### src/design/dpe_pkg.sv
// ----------------------------------------------------------------------------
// dpe_pkg
// Shared types, command codes and helpers for the DVI position engine.
// ----------------------------------------------------------------------------
`default_nettype none

package dpe_pkg;

    // Field widths
    localparam int unsigned OP_W     = 5;
    localparam int unsigned CODE_W   = 16;
    localparam int unsigned KIND_W   = 2;
    localparam int unsigned NEST_W   = 6;
    localparam int unsigned FAULT_W  = 3;

    // Command codes
    localparam logic [OP_W-1:0] OP_SETCHAR = 5'd0;
    localparam logic [OP_W-1:0] OP_PUTCHAR = 5'd1;
    localparam logic [OP_W-1:0] OP_SETRULE = 5'd2;
    localparam logic [OP_W-1:0] OP_PUTRULE = 5'd3;
    localparam logic [OP_W-1:0] OP_PUSH    = 5'd4;
    localparam logic [OP_W-1:0] OP_POP     = 5'd5;
    localparam logic [OP_W-1:0] OP_RIGHT   = 5'd6;
    localparam logic [OP_W-1:0] OP_WSET    = 5'd7;
    localparam logic [OP_W-1:0] OP_W0      = 5'd8;
    localparam logic [OP_W-1:0] OP_XSET    = 5'd9;
    localparam logic [OP_W-1:0] OP_X0      = 5'd10;
    localparam logic [OP_W-1:0] OP_DOWN    = 5'd11;
    localparam logic [OP_W-1:0] OP_YSET    = 5'd12;
    localparam logic [OP_W-1:0] OP_Y0      = 5'd13;
    localparam logic [OP_W-1:0] OP_ZSET    = 5'd14;
    localparam logic [OP_W-1:0] OP_Z0      = 5'd15;
    localparam logic [OP_W-1:0] OP_BOP     = 5'd16;
    localparam logic [OP_W-1:0] OP_EOP     = 5'd17;
    localparam logic [OP_W-1:0] OP_SPECIAL = 5'd18;

    // Result kinds
    localparam logic [KIND_W-1:0] KIND_NONE    = 2'd0;
    localparam logic [KIND_W-1:0] KIND_CHAR    = 2'd1;
    localparam logic [KIND_W-1:0] KIND_RULE    = 2'd2;
    localparam logic [KIND_W-1:0] KIND_SPECIAL = 2'd3;

    // Fault codes
    localparam logic [FAULT_W-1:0] FAULT_OK        = 3'd0;
    localparam logic [FAULT_W-1:0] FAULT_OVERFLOW  = 3'd1;
    localparam logic [FAULT_W-1:0] FAULT_UNDERFLOW = 3'd2;
    localparam logic [FAULT_W-1:0] FAULT_NESTED    = 3'd3;
    localparam logic [FAULT_W-1:0] FAULT_OPEN_EOP  = 3'd4;

    // One command word
    typedef struct packed {
        logic [OP_W-1:0]   operation;
        logic signed [31:0] amount;
        logic [CODE_W-1:0] char_code;
        logic signed [31:0] char_advance;
        logic signed [31:0] rule_height;
    } cmd_t;

    // One result word
    typedef struct packed {
        logic [KIND_W-1:0]  kind;
        logic signed [31:0] pos_x;
        logic signed [31:0] pos_y;
        logic [CODE_W-1:0]  glyph;
        logic signed [31:0] box_width;
        logic signed [31:0] box_height;
        logic [NEST_W-1:0]  nesting;
        logic [FAULT_W-1:0] fault;
    } res_t;

    // Position and spacing registers, saved as one stack level
    typedef struct packed {
        logic [31:0] z;
        logic [31:0] y;
        logic [31:0] x;
        logic [31:0] w;
        logic [31:0] v;
        logic [31:0] h;
    } frame_t;

    // Stack operation requested by the executed command
    typedef struct packed {
        logic push;
        logic pop;
    } stack_ctrl_t;

    // Strictly positive 32-bit value
    function automatic logic is_positive(input logic signed [31:0] val);
        return val > 32'sd0;
    endfunction

endpackage

`default_nettype wire

### src/design/dpe_exec.sv
// ----------------------------------------------------------------------------
// dpe_exec
// Command execution: next register values, stack request and result word
// for one command, computed from the current state.
// ----------------------------------------------------------------------------
`default_nettype none

module dpe_exec
    import dpe_pkg::*;
#(
    parameter int unsigned MAX_LEVELS = 32,
    parameter int unsigned SPW        = 6
) (
    input  wire cmd_t               cmd,
    input  wire frame_t             cur,
    input  wire logic [SPW-1:0]     sp,
    input  wire logic               in_page,
    input  wire frame_t             top,
    output frame_t                  nxt,
    output logic [SPW-1:0]          sp_next,
    output logic                    in_page_next,
    output stack_ctrl_t             ctrl,
    output res_t                    res
);

    logic [31:0] amt;
    logic [31:0] cur_y;
    logic        stack_full;
    logic        stack_empty;

    assign amt         = $unsigned(cmd.amount);
    assign cur_y       = 32'd0 - cur.v;
    assign stack_full  = (sp >= SPW'(MAX_LEVELS));
    assign stack_empty = (sp == '0);

    always_comb
    begin
        nxt          = cur;
        sp_next      = sp;
        in_page_next = in_page;
        ctrl         = '0;
        res          = '0;

        case (cmd.operation)
            OP_SETCHAR, OP_PUTCHAR:
            begin
                res.kind      = KIND_CHAR;
                res.pos_x     = $signed(cur.h);
                res.pos_y     = $signed(cur_y);
                res.glyph     = cmd.char_code;
                res.box_width = cmd.char_advance;
                if (cmd.operation == OP_SETCHAR)
                begin
                    nxt.h = cur.h + $unsigned(cmd.char_advance);
                end
            end
            OP_SETRULE, OP_PUTRULE:
            begin
                // rules with a non-positive side draw nothing
                if (is_positive(cmd.amount) && is_positive(cmd.rule_height))
                begin
                    res.kind       = KIND_RULE;
                    res.pos_x      = $signed(cur.h);
                    res.pos_y      = $signed(cur_y);
                    res.box_width  = cmd.amount;
                    res.box_height = cmd.rule_height;
                end
                if (cmd.operation == OP_SETRULE)
                begin
                    nxt.h = cur.h + amt;
                end
            end
            OP_PUSH:
            begin
                if (stack_full)
                begin
                    res.fault = FAULT_OVERFLOW;
                end
                else
                begin
                    ctrl.push = 1'b1;
                    sp_next   = sp + SPW'(1);
                end
            end
            OP_POP:
            begin
                if (stack_empty)
                begin
                    res.fault = FAULT_UNDERFLOW;
                end
                else
                begin
                    ctrl.pop = 1'b1;
                    sp_next  = sp - SPW'(1);
                    nxt      = top;
                end
            end
            OP_RIGHT: nxt.h = cur.h + amt;
            OP_WSET:
            begin
                nxt.w = amt;
                nxt.h = cur.h + amt;
            end
            OP_W0: nxt.h = cur.h + cur.w;
            OP_XSET:
            begin
                nxt.x = amt;
                nxt.h = cur.h + amt;
            end
            OP_X0: nxt.h = cur.h + cur.x;
            OP_DOWN: nxt.v = cur.v + amt;
            OP_YSET:
            begin
                nxt.y = amt;
                nxt.v = cur.v + amt;
            end
            OP_Y0: nxt.v = cur.v + cur.y;
            OP_ZSET:
            begin
                nxt.z = amt;
                nxt.v = cur.v + amt;
            end
            OP_Z0: nxt.v = cur.v + cur.z;
            OP_BOP:
            begin
                if (in_page)
                begin
                    res.fault = FAULT_NESTED;
                end
                nxt          = '0;
                sp_next      = '0;
                in_page_next = 1'b1;
            end
            OP_EOP:
            begin
                in_page_next = 1'b0;
                if (!stack_empty)
                begin
                    res.fault = FAULT_OPEN_EOP;
                end
            end
            OP_SPECIAL:
            begin
                res.kind  = KIND_SPECIAL;
                res.pos_x = $signed(cur.h);
                res.pos_y = $signed(cur_y);
            end
            default:
            begin
                // unused codes leave everything as it is
            end
        endcase

        res.nesting = NEST_W'(sp_next);
    end

endmodule

`default_nettype wire
### config.mk
export PLATFORM = sky130hd
export DESIGN_NAME = dpe_exec
export DESIGN_NICKNAME = d
export VERILOG_FILES = /design/src/design/dpe_pkg.sv /design/src/design/dpe_exec.sv
export SDC_FILE = /design/constraint.sdc
export NUM_CORES = 1
export LEC_CHECK = 0
export BUFFER_PORTS_ARGS = -buffer_cell sky130_fd_sc_hd__buf_2
export CAP_MARGIN = 20
export CORE_AREA = 5 5 330 332
export DETAILED_ROUTE_END_ITERATION = 6
export DIE_AREA = 0 0 335 337
export SLEW_MARGIN = 15
export SYNTH_ARGS = -nofsm -noshare
export SYNTH_HDL_FRONTEND = slang
export SYNTH_SLANG_ARGS = --single-unit
### constraint.sdc
create_clock -name vclk -period 4.3
set_clock_uncertainty 0.2 [all_clocks]
set_input_delay 0.215 -clock vclk [all_inputs]
set_output_delay 0.215 -clock vclk [all_outputs]
set_load 0.01 [all_outputs]
==> metrics.cfg <==
[route]
wl_per_cell_um = 32.4
wl_um = 144000
first_iter_violations = 2929
avgViaCountPerCell = 5.00
dr.pass1.iters = 7
drc = 21
vias = 22238
drtAntennaViolNets = 0

[sta]
period_minus_slack_ns = 4.43
hold_viol = 0
slew_headroom = 0.327
setup_slack_ns = -0.128
setup_viol = 6
slew_violations = 0
rsz0062_at_grt = yes
tightest_slew_ns = 1.01
max_freq_mhz = 226
min_period_over_period = 1.03

[final_layout]
post-route-util = 0.211
drive_above_1_share = 0.456
mostFrequentLayoutCells = buf_2, buf_4, nand2_1
stdcell_count = 4445
clkbuf_count = 0
final_common_cell = buf_2
multi_input_area_mm2 = 0.0126
final_nets = 3666
area.sequential_um2 = 0
seq_cells = 0
fin_area_mm2 = 0.0223
n_fill_cell = 12219
area.growth.synth_to_final_pct = 74.2

[critical_path]
cpMostUsedCell = buf_4
crit_type = input port to output pin
path_max_fanout = 15
cp.arrival_ns = 4.01
critPathLaunchType = input port
crit_required_ns = 3.88
worst_setup_path_end_kind = output pin
critical-path-slowest-cell = o41ai_2
cp_slowest_stage_delay_ns = 0.41
crit_chain = buf_8, buf_8, nand3b_1, nor2_4, nor2_2, buf_4, nand2_1, nand2_1, ha_1, nor2b_2, o2111ai_2, a21oi_2, o2111ai_2, a31oi_2, buf_4, a211oi_4, o41ai_2, buf_4, xnor2_1, nor2_1, a221o_1, buf_2

[place]
placed_cell_area_mm2 = 0.0211
hpwl_um = 127000
portBuffers = 863
gp_congestion = 0.984
dpl.cell_count = 4385
place_ws_ns = -0.876

[flow_run]
drv_cap = 0

[global_route]
grt_pass1_wl_um = 184000
grt_util_met3 = 0.0529
grt_max_degree = 44
grt.busiest_layer = met2
met1_usage = 0.315
gr-usage-all-layers = 0.235
grt_pass1_vias = 20740
grtUsageMet2 = 0.391
overflow = 0
antenna_found_initial = 103

[run_status]
outcome = finished with violations
violations = design-rule violations, negative setup slack

[power]
ir_drop_mv = 0.0654
leakage_nw = 11.4
power.total_mw = 3.26
cellPowerDensity_mw_per_mm2 = 146

[logic_synthesis]
avgSynthCellArea_um2 = 6.64
yosysSeqAreaShare = 0
ys.warnings.count = 0
syn_area_mm2 = 0.0128
synth_cell_types = 83
synth_nets = 2577
synth_cells = 1932

[floorplanning]
start_util = 0.121
dieArea_mm2 = 0.113
die_w_um = 335
rows = 120
ios = 864
die_y_um = 337
core_mm2 = 0.106

[cts]
hold_buffers = 0

[hold_path]
hold_class = input port to output pin

==> metal layers <==
| metal | routed length [um] | vias to the layer above |
|---|---|---|
| li1 | - | 9620 |
| met1 | 61900 | 10882 |
| met2 | 65000 | 1467 |
| met3 | 13300 | 249 |
| met4 | 3630 | 20 |
| met5 | 126 | - |
==> per-stage QoR <==
step	hold WS [ns]	setup TNS, ns
after global placement	0.517	-13.02
final	0.515	-0.484
after CTS	0.515	-0.939
after detailed placement	0.515	-13.10
after floorplan	0.290	0
after global routing	0.529	-2.14
==> cell families (layout without fill, tap and decap cells) <==
group | Yosys count | count (layout) | share of synthesized area
and+or+nand+nor | 631 | 631 | 0.243
adders and majority gates | 137 | 137 | 0.136
buffers and inverters | 291 | 1378 | 0.0874
muxes | 41 | 41 | 0.0350
xor gates and xnor gates | 131 | 131 | 0.0895
other | 1 | 24 | 0.000293
AOI/OAI and AO/OA | 700 | 700 | 0.409
==> critical path, delay by kind of cell <==
family	cells	cell delay (ns)
adder cells (fa/ha/maj)	1	0.33
AND/OR/NAND/NOR	7	0.91
XOR/XNOR	1	0.12
buffers and inverters	6	0.93
AO/OA/AOI/OAI	7	1.49
==> synth_stat cells (57+ instances only) <==
| cell | count | area [um^2] |
|---|---|---|
| clkbuf_1 | 101 | 379 |
| inv_1 | 169 | 634 |
| a21oi_1 | 126 | 631 |
| xor2_1 | 60 | 526 |
| o21ai_0 | 86 | 430 |
| a222oi_1 | 145 | 1450 |
| xnor2_1 | 71 | 622 |
| ha_1 | 133 | 1660 |
| a22oi_1 | 57 | 428 |
| nand2_1 | 186 | 698 |
| nor2_1 | 144 | 541 |
| and2_1 | 82 | 513 |
==> power by group <==
| part | internal [mW] | total, mW | switching [mW] |
|---|---|---|---|
| registers | 0 | 0 | 0 |
| clock network | 0.000000574 | 0.000000574 | 0 |
| logic | 1.35 | 3.26 | 1.91 |
| total | 1.35 | 3.26 | 1.91 |
==> path summary, 6_finish.rpt <==
check / startpoint / end / slack [ns] / cells past startpoint
max: cmd[116] / nxt[58] / -0.13 / 22
min: cmd[69] / res[78] / 0.51 / 3
==> layout make-up <==
| class | count | area share |
|---|---|---|
| multi-input combinational | 1641 | 0.562 |
| inverter | 170 | 0.0288 |
| tap | 1403 | 0.0786 |
| timing repair buffer | 1208 | 0.328 |
| antenna | 23 | 0.00258 |
==> what timing repair did <==
action	4_1_cts	5_1_grt
gates cloned	1	0
endpoints found under the setup margin	35	26
resized for setup	124	52
buffers inserted	22	19
pin swaps	58	46
(Power assumes the default switching activity.)
